## config.mk

```make
export PLATFORM = sky130hd
export DESIGN_NAME = double_ended_queue_with_peek_cursor_top
export DESIGN_NICKNAME = d
export VERILOG_FILES = /design/src/design/dqc_pkg.sv /design/src/design/double_ended_queue_with_peek_cursor_top.sv /design/src/design/dqc_ctrl.sv /design/src/design/dqc_dp.sv
export SDC_FILE = /design/constraint.sdc
export NUM_CORES = 1
export LEC_CHECK = 0
export ABC_AREA = 1
export BUFFER_PORTS_ARGS = -buffer_cell sky130_fd_sc_hd__buf_2
export CAP_MARGIN = 0
export CELL_PAD_IN_SITES_DETAIL_PLACEMENT = 1
export CELL_PAD_IN_SITES_GLOBAL_PLACEMENT = 1
export CORE_UTILIZATION = 35
export DETAILED_ROUTE_END_ITERATION = 6
export PLACE_DENSITY_LB_ADDON = 0.1
export SYNTH_ARGS = -nofsm -noshare
export SYNTH_HDL_FRONTEND = slang
export SYNTH_HIERARCHICAL = 1
export SYNTH_SLANG_ARGS = --single-unit
```

## constraint.sdc

```tcl
create_clock -name clk -period 5.2 [get_ports clk]
set_input_delay 0 -clock clk [delete_from_list [all_inputs] [get_ports clk]]
set_output_delay 0 -clock clk [all_outputs]
set_load 0.05 [all_outputs]
```

## src/design/dqc_pkg.sv

```systemverilog
// Shared constants, opcodes, status codes and control types for the deque with peek cursor.
package dqc_pkg;

	localparam int CAPACITY = 16;
	localparam int SLOTS    = 2 * CAPACITY;
	localparam int ADDR_W   = $clog2(SLOTS);
	localparam int IDX_W    = $clog2(SLOTS + 1);
	localparam int DATA_W   = 32;
	localparam int OP_W     = 3;
	localparam int STAT_W   = 2;
	localparam int COUNT_W  = 6;

	typedef enum logic [OP_W-1:0] {
		OP_PUSH_FRONT = 3'd0,
		OP_PUSH_REAR  = 3'd1,
		OP_POP_FRONT  = 3'd2,
		OP_POP_REAR   = 3'd3,
		OP_PEEK       = 3'd4,
		OP_CUR_FWD    = 3'd5,
		OP_CUR_REV    = 3'd6,
		OP_CUR_FRONT  = 3'd7
	} op_t;

	typedef enum logic [STAT_W-1:0] {
		ST_OK    = 2'd0,
		ST_EMPTY = 2'd1,
		ST_FULL  = 2'd2,
		ST_LIMIT = 2'd3
	} status_t;

	typedef struct packed {
		logic accept;
		logic load_out;
	} dqc_cmd_t;

endpackage

```

## src/design/double_ended_queue_with_peek_cursor_top.sv

```systemverilog
// Top level of the double-ended queue with peek cursor.
//
// Input channel: in_valid / in_stall carry one transaction with opcode and data_in
// (push front, push rear, pop front, pop rear, peek, cursor frontward, cursor
// rearward, cursor to front). Output channel: out_valid / out_stall carry exactly
// one result transaction per input: data_out, status, is_empty, is_full, count and
// cursor_at_rear, with the flags as they stand after the operation.
//
// Sequencing: an accepted input is registered together with the read of the word
// store, and the controller then loads the result register from that read. A new
// input is taken only once the controller is back in idle, after the result register is loaded.
//
// Reset: arst_n clears all indices to the middle of the store and marks every
// slot unwritten, so unwritten slots read as zero; the block is ready at once.
//
// Stall: while the result register holds a result, the next input is taken only
// if that result is drained in the same cycle; otherwise in_stall rises.
module double_ended_queue_with_peek_cursor_top import dqc_pkg::*; (
	input  logic               clk,
	input  logic               arst_n,
	input  logic               in_valid,
	output logic               in_stall,
	input  logic [OP_W-1:0]    opcode,
	input  logic [DATA_W-1:0]  data_in,
	output logic               out_valid,
	input  logic               out_stall,
	output logic [DATA_W-1:0]  data_out,
	output logic [STAT_W-1:0]  status,
	output logic               is_empty,
	output logic               is_full,
	output logic [COUNT_W-1:0] count,
	output logic               cursor_at_rear
);

	dqc_cmd_t cmd;

	dqc_ctrl u_ctrl (
		.clk       (clk),
		.arst_n    (arst_n),
		.in_valid  (in_valid),
		.in_stall  (in_stall),
		.out_valid (out_valid),
		.out_stall (out_stall),
		.cmd       (cmd)
	);

	dqc_dp u_dp (
		.clk            (clk),
		.arst_n         (arst_n),
		.cmd            (cmd),
		.opcode         (opcode),
		.data_in        (data_in),
		.data_out       (data_out),
		.status         (status),
		.is_empty       (is_empty),
		.is_full        (is_full),
		.count          (count),
		.cursor_at_rear (cursor_at_rear)
	);

endmodule

```

## src/design/dqc_ctrl.sv

```systemverilog
// Controller state machine: input handshake, operation sequencing and result valid.
module dqc_ctrl import dqc_pkg::*; (
	input  logic     clk,
	input  logic     arst_n,
	input  logic     in_valid,
	output logic     in_stall,
	output logic     out_valid,
	input  logic     out_stall,
	output dqc_cmd_t cmd
);

	typedef enum logic {
		S_IDLE,
		S_READ
	} state_t;

	state_t state_q;
	logic   out_valid_q;
	logic   out_free;

	assign out_free     = !out_valid_q || !out_stall;
	assign in_stall     = !((state_q == S_IDLE) && out_free);
	assign cmd.accept   = in_valid && !in_stall;
	assign cmd.load_out = (state_q == S_READ);
	assign out_valid    = out_valid_q;

	always_ff @(posedge clk or negedge arst_n) begin
		if (!arst_n) begin
			state_q     <= S_IDLE;
			out_valid_q <= 1'b0;
		end else begin
			if (out_valid_q && !out_stall) begin
				out_valid_q <= 1'b0;
			end
			unique case (state_q)
				S_IDLE: begin
					if (cmd.accept) begin
						state_q <= S_READ;
					end
				end
				S_READ: begin
					out_valid_q <= 1'b1;
					state_q     <= S_IDLE;
				end
				default: begin
					state_q <= S_IDLE;
				end
			endcase
		end
	end

endmodule

```

## src/design/dqc_dp.sv

```systemverilog
// Datapath: front, rear and cursor indices, word store and result registers.
module dqc_dp import dqc_pkg::*; (
	input  logic               clk,
	input  logic               arst_n,
	input  dqc_cmd_t           cmd,
	input  logic [OP_W-1:0]    opcode,
	input  logic [DATA_W-1:0]  data_in,
	output logic [DATA_W-1:0]  data_out,
	output logic [STAT_W-1:0]  status,
	output logic               is_empty,
	output logic               is_full,
	output logic [COUNT_W-1:0] count,
	output logic               cursor_at_rear
);

	logic [DATA_W-1:0] mem_q [SLOTS];
	logic [SLOTS-1:0]  valid_q;

	logic [IDX_W-1:0] front_q, rear_q, cursor_q;
	logic [IDX_W-1:0] front_d, rear_d, cursor_d;

	op_t              op;
	status_t          st_d;
	logic             full, empty;
	logic             wr_en, use_rd;
	logic [ADDR_W-1:0] wr_addr, rd_addr;

	logic [DATA_W-1:0] rd_data_s1;
	logic              rd_valid_s1;
	logic              use_rd_s1;
	status_t           status_s1;

	logic [DATA_W-1:0]  data_out_q;
	status_t            status_q;
	logic               empty_q, full_q, at_rear_q;
	logic [COUNT_W-1:0] count_q;

	assign op    = op_t'(opcode);
	assign full  = (rear_q == IDX_W'(SLOTS)) || (front_q == '0);
	assign empty = (front_q == rear_q);

	always_comb begin
		front_d  = front_q;
		rear_d   = rear_q;
		cursor_d = cursor_q;
		st_d     = ST_OK;
		wr_en    = 1'b0;
		use_rd   = 1'b0;
		wr_addr  = rear_q[ADDR_W-1:0];
		rd_addr  = cursor_q[ADDR_W-1:0];
		unique case (op)
			OP_PUSH_FRONT: begin
				if (full) begin
					st_d = ST_FULL;
				end else begin
					front_d = front_q - IDX_W'(1);
					wr_en   = 1'b1;
					wr_addr = front_d[ADDR_W-1:0];
				end
			end
			OP_PUSH_REAR: begin
				if (full) begin
					st_d = ST_FULL;
				end else begin
					rear_d  = rear_q + IDX_W'(1);
					wr_en   = 1'b1;
					wr_addr = rear_q[ADDR_W-1:0];
				end
			end
			OP_POP_FRONT: begin
				if (empty) begin
					st_d = ST_EMPTY;
				end else begin
					rd_addr = front_q[ADDR_W-1:0];
					use_rd  = 1'b1;
					front_d = front_q + IDX_W'(1);
				end
			end
			OP_POP_REAR: begin
				if (empty) begin
					st_d = ST_EMPTY;
				end else begin
					rear_d  = rear_q - IDX_W'(1);
					rd_addr = rear_d[ADDR_W-1:0];
					use_rd  = 1'b1;
				end
			end
			OP_PEEK: begin
				use_rd = 1'b1;
			end
			OP_CUR_FWD: begin
				if (cursor_q == '0) begin
					st_d = ST_LIMIT;
				end else begin
					cursor_d = cursor_q - IDX_W'(1);
				end
			end
			OP_CUR_REV: begin
				if (cursor_q >= IDX_W'(SLOTS - 1)) begin
					st_d = ST_LIMIT;
				end else begin
					cursor_d = cursor_q + IDX_W'(1);
				end
			end
			OP_CUR_FRONT: begin
				cursor_d = front_q;
			end
			default: begin
				st_d = ST_OK;
			end
		endcase
	end

	// word store: no reset, unwritten slots read as zero through valid_q
	always_ff @(posedge clk) begin
		if (cmd.accept && wr_en) begin
			mem_q[wr_addr] <= data_in;
		end
		if (cmd.accept) begin
			rd_data_s1 <= mem_q[rd_addr];
			use_rd_s1  <= use_rd;
			status_s1  <= st_d;
		end
		if (cmd.load_out) begin
			data_out_q <= (use_rd_s1 && rd_valid_s1) ? rd_data_s1 : '0;
			status_q   <= status_s1;
			empty_q    <= (front_q == rear_q);
			full_q     <= (rear_q == IDX_W'(SLOTS)) || (front_q == '0);
			count_q    <= COUNT_W'(rear_q - front_q);
			at_rear_q  <= (cursor_q == rear_q);
		end
	end

	always_ff @(posedge clk or negedge arst_n) begin
		if (!arst_n) begin
			valid_q     <= '0;
			rd_valid_s1 <= 1'b0;
			front_q     <= IDX_W'(CAPACITY);
			rear_q      <= IDX_W'(CAPACITY);
			cursor_q    <= IDX_W'(CAPACITY);
		end else if (cmd.accept) begin
			if (wr_en) begin
				valid_q[wr_addr] <= 1'b1;
			end
			rd_valid_s1 <= valid_q[rd_addr];
			front_q     <= front_d;
			rear_q      <= rear_d;
			cursor_q    <= cursor_d;
		end
	end

	assign data_out       = data_out_q;
	assign status         = status_q;
	assign is_empty       = empty_q;
	assign is_full        = full_q;
	assign count          = count_q;
	assign cursor_at_rear = at_rear_q;

endmodule

```

Yosys cells after proc, flatten, opt, wreduce, memory -nomap -nowiden

Memories as Yosys holds them, arrays and structs flattened. A register that Yosys moved wholly into a read port is not among the register bits.
Cells that the tools add are included.
W data, S select, Z words.

Bits in registers: 99
Bits in latches: 0
Bits in writable memories: 1024
ROM bits: 0
Input port bits: 39
Output and inout port bits: 45
Logic and storage cells: 102
Memories kept: 1

Add/subtract/negate cells: 7
Multiply operators: 0
Div/mod/pow operators: 0
$lt $le $gt $ge: 4
Eq/ne operators: 16
Shifts and indexed selects: 0
Multiplexer cells: 33
Bitwise gates (word level): 2
Reductions and logical operators: 24

Memory list:

| name       | words | bits a word | rd ports | clocked after memory_dff | write ports | RTL line     | text |
|---|---|---|---|---|---|---|---|
| u_dp.mem_q | 32    | 32          | 1        | 1                        | 1           | dqc_dp.sv:16 | `logic [DATA_W-1:0] mem_q [SLOTS];` |

Operators with widths:

| operator              | number |
|---|---|
| $mux W6               | 6 |
| $or A32 B32 Y32       | 1 |
| $pmux W6 S2           | 2 |
| $mux W5               | 4 |
| $add A6 B1 Y6 const B | 3 |
| $pmux W6 S3           | 1 |
| $sub A6 B1 Y6 const B | 3 |
| $eq A3 B3 Y1 const B  | 4 |
| $eq A6 B6 Y1          | 2 |
| $logic_not A6 Y1      | 2 |
| $lt A5 B6 Y1 const B  | 2 |
| $ne A2 B2 Y1 const B  | 6 |
| $reduce_and A4 Y1     | 3 |
| $mux W1               | 11 |
| $pmux W5 S2           | 1 |
| $pmux W2 S4           | 1 |
| $eq A3 B2 Y1 const B  | 2 |
| $eq A6 B6 Y1 const B  | 1 |
| $ge A6 B5 Y1 const B  | 1 |
| $logic_and A1 B1 Y1   | 6 |
| $mux W2               | 3 |
| $reduce_bool A2 Y1    | 3 |
| $sub A6 B6 Y6         | 1 |
| $bmux W1 S5           | 1 |
| 11 further kinds      | 16 |

Depth between registers and ports, before layout

Gate-level depths: netlist of run 1.

Word-level depth: 9
Depth in mapped cells: 19

Modules after synthesis

Netlist of run 1, hierarchy kept.

Modules (own cells, without submodules):

| module   | instances | cells an instance | area an instance (um^2) | seq. area each (um^2) |
|---|---|---|---|---|
| dqc_dp   | 1         | 3927              | 47534.3                 | 34371.7 |
| dqc_ctrl | 1         | 10                | 88.8                    | 50.0 |

Least setup slack after synthesis of run 1

No wires, ideal clock.

Kind: register to register
From: register u_ctrl.out_valid_q (netlist: u_ctrl/out_valid)
To: memory u_dp.mem_q[29][0], enable pin
Library setup time: 0.421 ns
Arrival time: 4.974 ns
Setup slack: -0.195 ns
Cell stages (with the launch flop): 9
Cells stage by stage: dfrtp_1 -> nand2_2 -> nand2_2 -> nor2_1 -> inv_1 -> nor3_1 -> nand3_1 -> clkbuf_1 -> nor2_1

RTL lines:

| item                     | RTL line       | text |
|---|---|---|
| start: declaration       | dqc_ctrl.sv:18 | `logic out_valid_q;` |
| start signal: assignment | dqc_ctrl.sv:30 | `out_valid_q <= 1'b0;` |
| start signal: assignment | dqc_ctrl.sv:33 | `out_valid_q <= 1'b0;` |
| start signal: assignment | dqc_ctrl.sv:42 | `out_valid_q <= 1'b1;` |
| end: declaration         | dqc_dp.sv:16   |  |

Final worst setup path of run 1

From: register u_dp.front_q[4]
To: register u_dp.rd_data_s1[19], read port of u_dp.mem_q, data pin

Cells in the longest elaborated chain, start to end: 3
Elaborated cells on any way between the ends: 4
Those cells by class: 1 x eq/ne; 3 x mux

RTL lines:

| item                              | RTL line                   | text |
|---|---|---|
| start: declaration                | dqc_dp.sv:19               | `logic [IDX_W-1:0] front_q, rear_q, cursor_q;` |
| start signal: assignment          | dqc_dp.sv:138              | `front_q <= IDX_W'(CAPACITY);` |
| start signal: assignment          | dqc_dp.sv:146              | `front_q <= front_d;` |
| $eq A6 B6 Y1                      | dqc_dp.sv:40               | `assign empty = (front_q == rear_q);` |
| $mux W5, on equally long branches | dqc_dp.sv:80, dqc_dp.sv:71 |  |
| $pmux W5 S2 *                     | dqc_dp.sv:51               | `unique case (op)` |
| end: declaration                  | dqc_dp.sv:28               | `logic [DATA_W-1:0] rd_data_s1;` |

Every way passes the cells marked *; elsewhere a longest branch is shown, timed or not.
A chain may end at the register's enable or synchronous reset.

==> impl_metrics.yaml, run 1 <==
yosys:
  yosysWarnings: 6
  synthMuxAreaShare: 0
  async_reset_ff_frac: 0.0459
  syn_nets: 3993
  ys_seq_area_frac: 0.723
  synth_compound_area_frac: 0.105
  synthTopCellsByArea: "edfxtp_1 (69%), nand3_1 (4.3%), inv_1 (4.2%), o21ai_0 (4.0%), nand2_1 (3.1%)"
  syn-cell-area_um2: 47600
  syn_inst: 3937
  ys.flop_type: "edfxtp_1"
  synth_top_area_cell: "edfxtp_1"
  syn_avg_cell_area_um2: 12.1
  synthAdderAreaFrac: 0.00478
  synth_edf_count: 1102
  yosys_register_bits: 1155
  synth_top_area_share: 0.695
  synth-xor-area-share: 0.00441
  synth_top_family_by_area: "compound AO/OA/AOI/OAI gates"
  synth.distinct_cells: 40
  yosys.area_share.simple: 0.0976
clock_network:
  clk_pin_slew_worst_paths_ns: 0.06
  cts_buffers: 134
  clk_latency_ns: 0.75
  cts.path.max_buffers: 3
  cts.sinks: 1155
  root_buffer: "clkbuf_16"
  cts_tree: "done"
  htreeDepth: 4
  cts_setup_buffers: 0
grt:
  grt_pass1_vias: 30639
  grt_remaining_overflow: 0
  antenna_found_initial: 11
  grt_max_degree: 215
  grt_first_pass_wirelength_um: 219000
  globalRouteTotalUtil: 0.222
critical_path:
  cp_slowest_stage_delay_ns: 0.88
  worstPathBufferInverterCount: 3
  worstSetupPathType: "flip-flop to flip-flop"
  cp.arrival_ns: 4.80
  required_ns: 5.70
  slowest_stage: "o21ai_4"
  crit_path_end_kind: "flip-flop"
  crit_family: "compound AO/OA/AOI/OAI gates"
  crit_chain: "clkinv_1, ha_1, nand3_1, nor2_1, nand2_2, nand2_4, o21ai_4, buf_4, buf_12, a21oi_1, o21ai_0, nand3_1, nand3_1, nand2_1, nand2_1, nand2_1"
  critPathMaxFanout: 52
  worstSetupStartpointType: "flip-flop"
drt:
  wl_per_cell_um: 25.6
  first_pass_iters: 4
  drtIter0Drc: 2137
  vias_per_cell: 5.20
  routed_wl_um: 151000
  drc_errors: 0
  via_count: 30839
  drtAntennaViolNets: 0
power:
  clock_power_share: 0.327
  power.internal_mw: 18.2
  p_switching_mw: 9.76
  combPwrFrac: 0.286
  power_density_nw_per_um2: 508
  leakagePower_nw: 20.1
  power_frac_seq: 0.387
  swShare: 0.349
  ir_worst_vdd_v: 0.000395
run_status:
  outcome: "finished clean"
job:
  maxCapViolations: 0
placed_design:
  gp_congestion: 0.787
  dpl_cell_area_um2: 50500
  numPortBuffers: 83
  place_hpwl_um: 74100
timing:
  finalClockSkew_ns: 0.0212
  worst_slew_pin_slew_ns: 1.14
  drv_slew: 0
  fin_crit_sh: 0.826
  period_minus_slack_ns: 4.30
  max_slew_margin: 0.238
  finalSetupViolations: 0
  hold_viol_final: 0
  fmax_ghz: 0.233
  tns_ns: 0
  rsz0062_at_grt: "false"
finish:
  nNetsFinal: 4105
  final_core_util: 0.411
  drive_gt1_frac: 0.0982
  fin_area_um2: 55100
  syn_to_final_growth_pct: 15.8
floorplan:
  die_h_um: 371
  design.die.area_um2: 138000
  std_cell_rows: 134
  core_area_um2: 134000
  die_x_um: 371
  initial_utilization: 0.355
  pin_count: 84
worst_hold_path:
  min_path_type: "input port to flip-flop"
## cell type report
class	count	area (µm²)
diodes	2	5.00
clock buffers	180	3680
clock inverters	62	532
fillers	14030	79200
inverters	534	2020
multi-input cells	2016	10400
flip-flops and latches	1155	34400
well taps	1768	2210
repair buffers	208	1850
## synth_stat cells (all sizes together) (2+ instances only)
cell    number
a21oi      204
ha          15
nor2       249
fa           2
nand3      414
dfstp        3
nand2      400
buf        154
xor2        19
inv        533
o21ai      482
xnor2        5
a31oi        4
o22ai        6
dfrtp       50
o41ai        2
nand4        6
nor3         6
nor4         3
edfxtp    1102
o211ai     194
clkbuf      78
## power groups by stage
stage | sequential, mW | combinational (mW) | clock, mW
after floorplan | 11.1 | 5.18 | 0
after CTS | 10.8 | 8.15 | 9.40
final | 10.8 | 8.02 | 9.15
after global placement | 11.0 | 8.02 | 0
after detailed placement | 11.0 | 8.09 | 0
after global routing | 10.9 | 8.95 | 9.70
## through the flow
stage | power, mW | instances | setup slack, ns | hold slack (ns)
3_3_place_gp | 19.0 | 5638 | 0.846 | 0.225
5_1_grt | 29.5 | 5924 | 0.605 | 0.0973
2_1_floorplan | 16.3 | 3937 | 0.472 | -0.296
4_1_cts | 28.4 | 5923 | 0.843 | 0.0309
6_report | 28.0 | 5925 | 0.904 | 0.0744
3_5_place_dp | 19.1 | 5638 | 0.856 | 0.231
## kinds of logic (layout without fill, tap and decap cells)
group	after synthesis	in the layout
DFF	1155	1155
and+or+nand+nor	1079	1079
AOI/OAI and AO/OA	896	896
buffers and inverters	766	984
xor gates and xnor gates	24	24
adders and majority gates	17	17
other	0	2
## layout by cell type (no fill, tap or decap), types with 4 or more instances in the layout
master,synthesis,final
inv_6,0,6
clkinv_1,1,24
clkbuf_16,0,140
nand4_1,6,6
dfrtp_1,50,49
o211ai_1,194,194
inv_1,527,526
dlygate4sd3_1,0,43
ha_1,15,15
buf_4,8,51
nand2_2,5,5
clkbuf_1,75,37
a31oi_1,4,4
a21oi_1,202,202
edfxtp_1,1102,1102
nor2_4,1,34
clkinv_2,0,21
o21ai_1,105,105
o21ai_0,376,376
o22ai_1,6,4
nand3_1,413,413
buf_12,0,31
bufinv_16,0,7
xor2_1,19,19
nor3_1,6,6
nand2_1,392,391
xnor2_1,5,5
buf_2,136,83
nor2_1,248,215
## metal layers
layer / GRT usage / wire, µm
met1: 0.304 / 69900
met4: 0.0643 / 3750
met5: 0 / 23
met3: 0.0315 / 5400
met2: 0.364 / 72300
## worst min-delay path, stage by stage
cell and delay, ns:
dlygate4sd3_1 0.52, buf_2 0.09, inv_1 0.06, nor2_1 0.11
## flip-flops by register name, summed over array words and instances (netlist names)
name and cells:
u_dp/use_rd_s1 1, u_dp/count 6, u_ctrl/state_q 1, u_dp/front_q 6, u_dp/is_full 1, u_dp/cursor_q 6, u_dp/is_empty 1, u_dp/rear_q 6
u_dp/data_out 32, u_dp/mem_q 1024, u_dp/rd_valid_s1 1, u_dp/status_s1 2, u_dp/status 2, u_ctrl/out_valid 1, u_dp/valid_q 32, u_dp/rd_data_s1 32
u_dp/cursor_at_rear 1
## worst paths after layout
kind / startpoint / to / slack (ns) / depth (start not counted)
hold reg to reg: u_dp/status_s1[0] / u_dp/status[0] / 0.42 / 0
setup reg to reg: u_dp/front_q[4] / u_dp/rd_data_s1[19] / 0.90 / 16
hold / removal: in_valid / u_ctrl/state_q / 0.07 / 4
setup / recovery: u_dp/front_q[4] / u_dp/rd_data_s1[19] / 0.90 / 16
min in group asynchronous: arst_n / u_dp/rear_q[5] / 0.49 / 4
max in group asynchronous: arst_n / u_ctrl/state_q / 4.17 / 4
## what timing repair did
action | in CTS | in global routing
hold buffers | 43 | 0
hold endpoints to repair | 1099 | 0
gates resized for setup | 0 | 0
No activity file was read; power rests on OpenSTA's default activity.
==> run 2: changes to the inputs <==
clock period = 3.9 ns   (was 5.2 ns; I/O delays follow)
==> run 2 against run 1 <==
Compared with the run above: clock power up 30%; highest routed layer unchanged; first-iteration DRC count up 6.7%; largest cell class unchanged; setup slack worse by 0.65 ns; via count up 0.92%; utilization up 0.68 points.
==> impl_metrics.yaml, run 2 (same netlist as run 1, synthesis figures left out) <==
placed_design:
  dp.cells: 5717
  place_hpwl_um: 84100
  gp_congestion: 0.791
  numPortBuffers: 83
critical_path:
  worstSetupStartpointType: "flip-flop"
  worstSetupPathType: "flip-flop to flip-flop"
  worstPathBufferInverterCount: 4
  critPathMaxFanout: 44
  crit_family: "simple AND/OR/NAND/NOR gates"
  required_ns: 4.42
  crit_path_frequent_cell: "nand2_1"
  crit_chain: "inv_1, ha_1, nand3_1, nor2_1, nand2_2, nand2_4, nand2_4, nand2_8, buf_12, buf_12, buf_12, nand2_1, o211ai_1, nand3_1, nand3_1, nand2_1, nand2_1, nand2_1"
  crit_path_end_kind: "flip-flop"
  cp.arrival_ns: 4.17
  cp_slowest_stage_delay_ns: 0.44
  slowest_stage: "dfrtp_1"
floorplan:
  std_cell_rows: 134
  design.die.area_um2: 138000
  initial_utilization: 0.355
  pin_count: 84
  core_area_um2: 134000
  die_x_um: 371
  die_h_um: 371
timing:
  rsz0062_at_grt: "false"
  finalClockSkew_ns: 0.0235
  max_slew_margin: 0.368
  hold_viol_final: 0
  fin_crit_sh: 0.935
  drv_slew: 0
  holdWs_ns: 0.0684
  period_minus_slack_ns: 3.65
  fmax_ghz: 0.274
  worst_slew_pin_slew_ns: 0.946
  finalSetupViolations: 0
  tns_ns: 0
clock_network:
  root_buffer: "clkbuf_16"
  clk_pin_slew_worst_paths_ns: 0.06
  htreeDepth: 4
  cts.path.max_buffers: 3
  cts_tree: "done"
  cts_hold_buf: 44
  cts_setup_buffers: 0
  clk_latency_ns: 0.77
  cts_buffers: 135
  cts.sinks: 1155
  cts_resized: 0
power:
  clock_power_share: 0.315
  swShare: 0.353
  p_switching_mw: 13.3
  power.internal_mw: 24.5
  leakagePower_nw: 20.5
  ir_worst_vdd_v: 0.000445
  power_density_nw_per_um2: 674
  combPwrFrac: 0.302
  power_frac_seq: 0.383
drt:
  wl_met3_um: 5950
  first_pass_iters: 5
  wl_per_cell_um: 25.1
  vias_per_cell: 5.18
  drc_errors: 0
  wl_met1_um: 71500
  drtAntennaViolNets: 0
  wl_met2_um: 70000
  via_count: 31124
  top_layer: "met5"
  routed_wl_um: 150000
  drtIter0Drc: 2280
finish:
  multi_input_area_um2: 10400
  syn_to_final_growth_pct: 17.7
  drive_gt1_frac: 0.113
  final_common_cell: "edfxtp_1"
  fill_cells: 14101
  regMostFlops: "u_dp/mem_q"
  nNetsFinal: 4186
  instances_no_fill: 6003
  mostFrequentLayoutCells: "edfxtp_1 (1102), inv_1 (526), nand3_1 (413), nand2_1 (392), o21ai_0 (376)"
  ff_latch_area_um2: 34400
  largest_reg_flops: 1024
grt:
  grt_remaining_overflow: 0
  grt_max_degree: 115
  antenna_found_initial: 7
  grt_first_pass_wirelength_um: 219000
  grt_pass1_vias: 31153
  globalRouteTotalUtil: 0.220
job:
  maxCapViolations: 0
worst_hold_path:
  min_path_type: "input port to flip-flop"
run_status:
  outcome: "finished clean"
==> run 2: cell count changes in the layout (fill, tap and decap cells not counted), sizes merged <==
cell and change:
buf +79, bufinv -2, clkbuf -2, clkinv -1
clkinvlp -1, diode +1, dlygate4sd3 +1, inv +3
==> run 2: stage by stage <==
step	instance area [µm²]	power [mW]	setup slack [ns]	util
finish	56000	37.8	0.252	0.417
floorplan	47700	21.7	0.0454	-
CTS	56000	38.2	0.305	0.417
detailed placement	51500	26.2	0.309	0.383
global placement	51500	26.1	0.379	0.383
global route	56000	39.8	0.0178	0.417
==> run 2: per-layer routing <==
| layer | vias up | GRT usage |
|---|---|---|
| li1 | 14342 | - |
| met3 | 180 | 0.0342 |
| met1 | 16014 | 0.314 |
| met2 | 584 | 0.352 |
| met5 | - | 0 |
| met4 | 4 | 0.0532 |
==> run 2: cell type report <==
cell class / instances / share of cell area
clock buffer: 178 / 0.0635
tap: 1768 / 0.0395
clock inverter: 61 / 0.00973
antenna: 3 / 0.000134
multi-input combinational: 2016 / 0.186
inverter: 534 / 0.0360
sequential: 1155 / 0.614
timing repair buffer: 288 / 0.0514
==> run 2: worst paths after layout <==
check | start | end | slack (ns) | depth (start not counted)
max | u_dp/front_q[2] | u_dp/rd_data_s1[26] | 0.25 | 18
min | in_valid | u_ctrl/state_q | 0.07 | 4
max reg2reg | u_dp/front_q[2] | u_dp/rd_data_s1[26] | 0.25 | 18
min reg2reg | u_dp/valid_q[9] | u_dp/valid_q[9] | 0.46 | 2
max in group asynchronous | arst_n | u_ctrl/state_q | 2.23 | 4
min in group asynchronous | arst_n | u_dp/rear_q[4] | 0.31 | 3
==> run 2: power by group through the flow <==
stage               clock network, mW  registers [mW]  logic, mW
CTS                              12.2            14.5       11.5
global route                     12.7            14.5       12.6
detailed placement                  0            14.7       11.4
floorplan                           0            14.8       6.92
finish                           11.9            14.5       11.4
global placement                    0            14.7       11.3
==> run 2: worst reg2reg max path, cell delays in order (launching register included) <==
cell,delay [ns]
dfrtp_1,0.44
inv_1,0.17
ha_1,0.42
nand3_1,0.11
nor2_1,0.22
nand2_2,0.15
nand2_4,0.16
nand2_4,0.09
nand2_8,0.18
buf_12,0.24
buf_12,0.27
buf_12,0.26
nand2_1,0.08
o211ai_1,0.08
nand3_1,0.12
nand3_1,0.12
nand2_1,0.08
nand2_1,0.14
nand2_1,0.07
==> run 3: changes to the inputs <==
SYNTH_HIERARCHICAL = unset   (was 1)
==> run 3 against run 2 <==
Compared with the run above: register-to-register slack improved by 0.04 ns; clock power barely moved; via count fell by 0.36%; utilization fell by 0.20 points; area after synthesis rose by 1.2%; sequential cell count did not move; routed wire length barely moved; critical path depth fell by 6; global-route usage fell by 0.44 points; worst hold slack improved by 0.22 ns; cell count rose by 0.18%.
==> impl_metrics.yaml, run 3 <==
run_status:
  outcome: "finished clean"
floorplan:
  std_cell_rows: 135
  pin_count: 84
  design.die.area_um2: 139000
  core_area_um2: 136000
  die_x_um: 373
  initial_utilization: 0.354
  die_h_um: 373
yosys:
  async_reset_ff_frac: 0.0459
  ys_top_cells_by_count: "edfxtp_1 (1102), inv_1 (525), nand3_1 (420)"
  syn-cell-area_um2: 48200
  syn_inst: 3944
  ys.flop_type: "edfxtp_1"
  synth_edf_count: 1102
  syn_nets: 4000
  synth_top_area_share: 0.686
  yosys_register_bits: 1155
  ys_seq_area_frac: 0.714
  yosysWarnings: 0
  syn_avg_cell_area_um2: 12.2
  synth.distinct_cells: 48
  synth_top_area_cell: "edfxtp_1"
  yosysMostFrequentCell: "edfxtp_1"
  synthTopCellsByArea: "edfxtp_1 (69%), nand3_1 (4.4%), inv_1 (4.1%), o21ai_0 (3.8%), nand2_1 (3.1%)"
timing:
  fmax_ghz: 0.278
  fin_crit_sh: 0.924
  hold_viol_final: 0
  drv_slew: 0
  period_minus_slack_ns: 3.60
  finalClockSkew_ns: 0.0251
  worst_slew_pin_slew_ns: 0.844
  finalSetupViolations: 0
  max_slew_margin: 0.437
  rsz0062_at_grt: "false"
grt:
  globalRouteTotalUtil: 0.216
  grt_first_pass_wirelength_um: 220000
  grt_pass1_vias: 31501
  antenna_found_initial: 4
  grt_remaining_overflow: 0
  grt_max_degree: 126
critical_path:
  crit_path_end_kind: "flip-flop"
  worstSetupPathType: "flip-flop to flip-flop"
  cp.arrival_ns: 4.02
  required_ns: 4.32
  worstSetupStartpointType: "flip-flop"
  critPathMaxFanout: 23
placed_design:
  numPortBuffers: 83
  dpl_cell_area_um2: 51800
  gp_congestion: 0.799
  place_hpwl_um: 84200
clock_network:
  cts.path.max_buffers: 3
  clk_pin_slew_worst_paths_ns: 0.06
  root_buffer: "clkbuf_16"
  clk_latency_ns: 0.76
  cts_buffers: 135
  cts.sinks: 1155
  htreeDepth: 4
  cts_tree: "done"
finish:
  largest_reg_flops: 1024
  drive_gt1_frac: 0.125
  regMostFlops: "u_dp.mem_q"
  fin_area_um2: 56500
  final_core_util: 0.415
  syn_to_final_growth_pct: 17.3
  final_common_cell: "edfxtp_1"
  nNetsFinal: 4181
  mostFrequentLayoutCells: "edfxtp_1 (1102), inv_1 (523), nand3_1 (420), nand2_1 (396), o21ai_0 (369)"
drt:
  vias_per_cell: 5.16
  wl_per_cell_um: 25.0
  drtAntennaViolNets: 0
  drc_errors: 0
  via_count: 31011
  drtIter0Drc: 2282
  routed_wl_um: 150000
  first_pass_iters: 5
power:
  leakagePower_nw: 20.8
  p_switching_mw: 12.8
  clock_power_share: 0.328
  total_power_mw: 37.3
  power_density_nw_per_um2: 659
  combPwrFrac: 0.286
  power_frac_seq: 0.386
  power.internal_mw: 24.4
  ir_worst_vdd_v: 0.000365
  swShare: 0.344
job:
  maxCapViolations: 0
worst_hold_path:
  min_path_type: "input port to flip-flop"
[run 3: changes by cell type in the layout (fill, tap and decap cells not counted), moves of 5 or more]
cell      delta
buf_4       -17
clkbuf_1     -9
clkinv_1     +5
o211ai_2    +52
nand3_1      +7
buf_12       +7
o211ai_1    -52
o21ai_0      -7
[run 3: cell families after synthesis]
| logic type | after synthesis | share of synthesized area |
|---|---|---|
| fa+ha+maj | 17 | 0.00472 |
| compound gates | 891 | 0.109 |
| xor+xnor | 24 | 0.00436 |
| simple gates | 1092 | 0.0986 |
| buf+inv | 765 | 0.0692 |
| flops | 1155 | 0.714 |
[run 3: area by class of cell]
cell class                 instances  area (µm²)
tap                             1781        2230
clock inverter                    70         641
antenna                            1        2.50
inverter                         531        2010
fill                           14269       79600
multi-input combinational       2024       10700
sequential                      1155       34400
timing repair buffer             278        2890
clock buffer                     174        3620
[run 3: repair_timing]
item	CTS	global route
setup buffers	0	0
endpoints found under the setup margin	0	239
gates resized for setup	0	1
hold buffers	45	0
endpoints found under the hold margin	1077	0
[run 3: per-layer routing]
layer | share of wire | vias up | wire [µm] | track usage
met4 | 0.029 | 4 | 4290 | 0.0713
met3 | 0.033 | 221 | 5030 | 0.0277
met2 | 0.48 | 572 | 72200 | 0.358
li1 | - | 14298 | - | -
met1 | 0.46 | 15916 | 68800 | 0.293
met5 | 0.00016 | - | 24 | 0
[run 3: through the flow]
step | instances | worst slack (ns) | hold WS [ns] | setup TNS (ns)
2_1_floorplan | 3944 | -0.220 | -0.296 | -56.23
3_3_place_gp | 5724 | 0.170 | 0.222 | 0
3_5_place_dp | 5724 | 0.112 | 0.230 | 0
4_1_cts | 6013 | 0.0847 | 0.237 | 0
5_1_grt | 6013 | 0.00261 | 0.290 | 0
6_report | 6014 | 0.296 | 0.288 | 0
[run 3: worst max-delay path, cell delays in order (launching register included)]
cell and delay [ns]:
dfrtp_1 0.44, inv_1 0.21, ha_1 0.25, nand4_1 0.13, o21ai_2 0.12, nor3_1 0.25
inv_1 0.20, o21ai_1 0.39, inv_1 0.11, nor2_1 0.16, nand2_1 0.38, nor2_4 0.29
buf_12 0.29
[run 3: power groups by stage]
| stage | combinational (mW) | sequential, mW | clock, mW |
|---|---|---|---|
| after floorplan | 6.88 | 14.8 | 0 |
| after detailed placement | 10.8 | 14.6 | 0 |
| after global placement | 10.7 | 14.6 | 0 |
| after global routing | 11.8 | 14.4 | 13.0 |
| final | 10.7 | 14.4 | 12.2 |
| after CTS | 10.8 | 14.4 | 12.5 |
[run 3: path summary, 6_finish.rpt]
path | cells past startpoint | to | startpoint | slack, ns
min in group asynchronous | 3 | u_dp.rear_q[4] | arst_n | 0.42
setup / recovery | 12 | u_dp.mem_q[0][14] | u_dp.front_q[1] | 0.30
hold reg to reg | 0 | u_dp.status[1] | u_dp.status_s1[1] | 0.43
hold / removal | 5 | u_ctrl.state_q | in_valid | 0.29
max in group asynchronous | 4 | u_dp.valid_q[14] | arst_n | 3.14
setup reg to reg | 12 | u_dp.mem_q[0][14] | u_dp.front_q[1] | 0.30
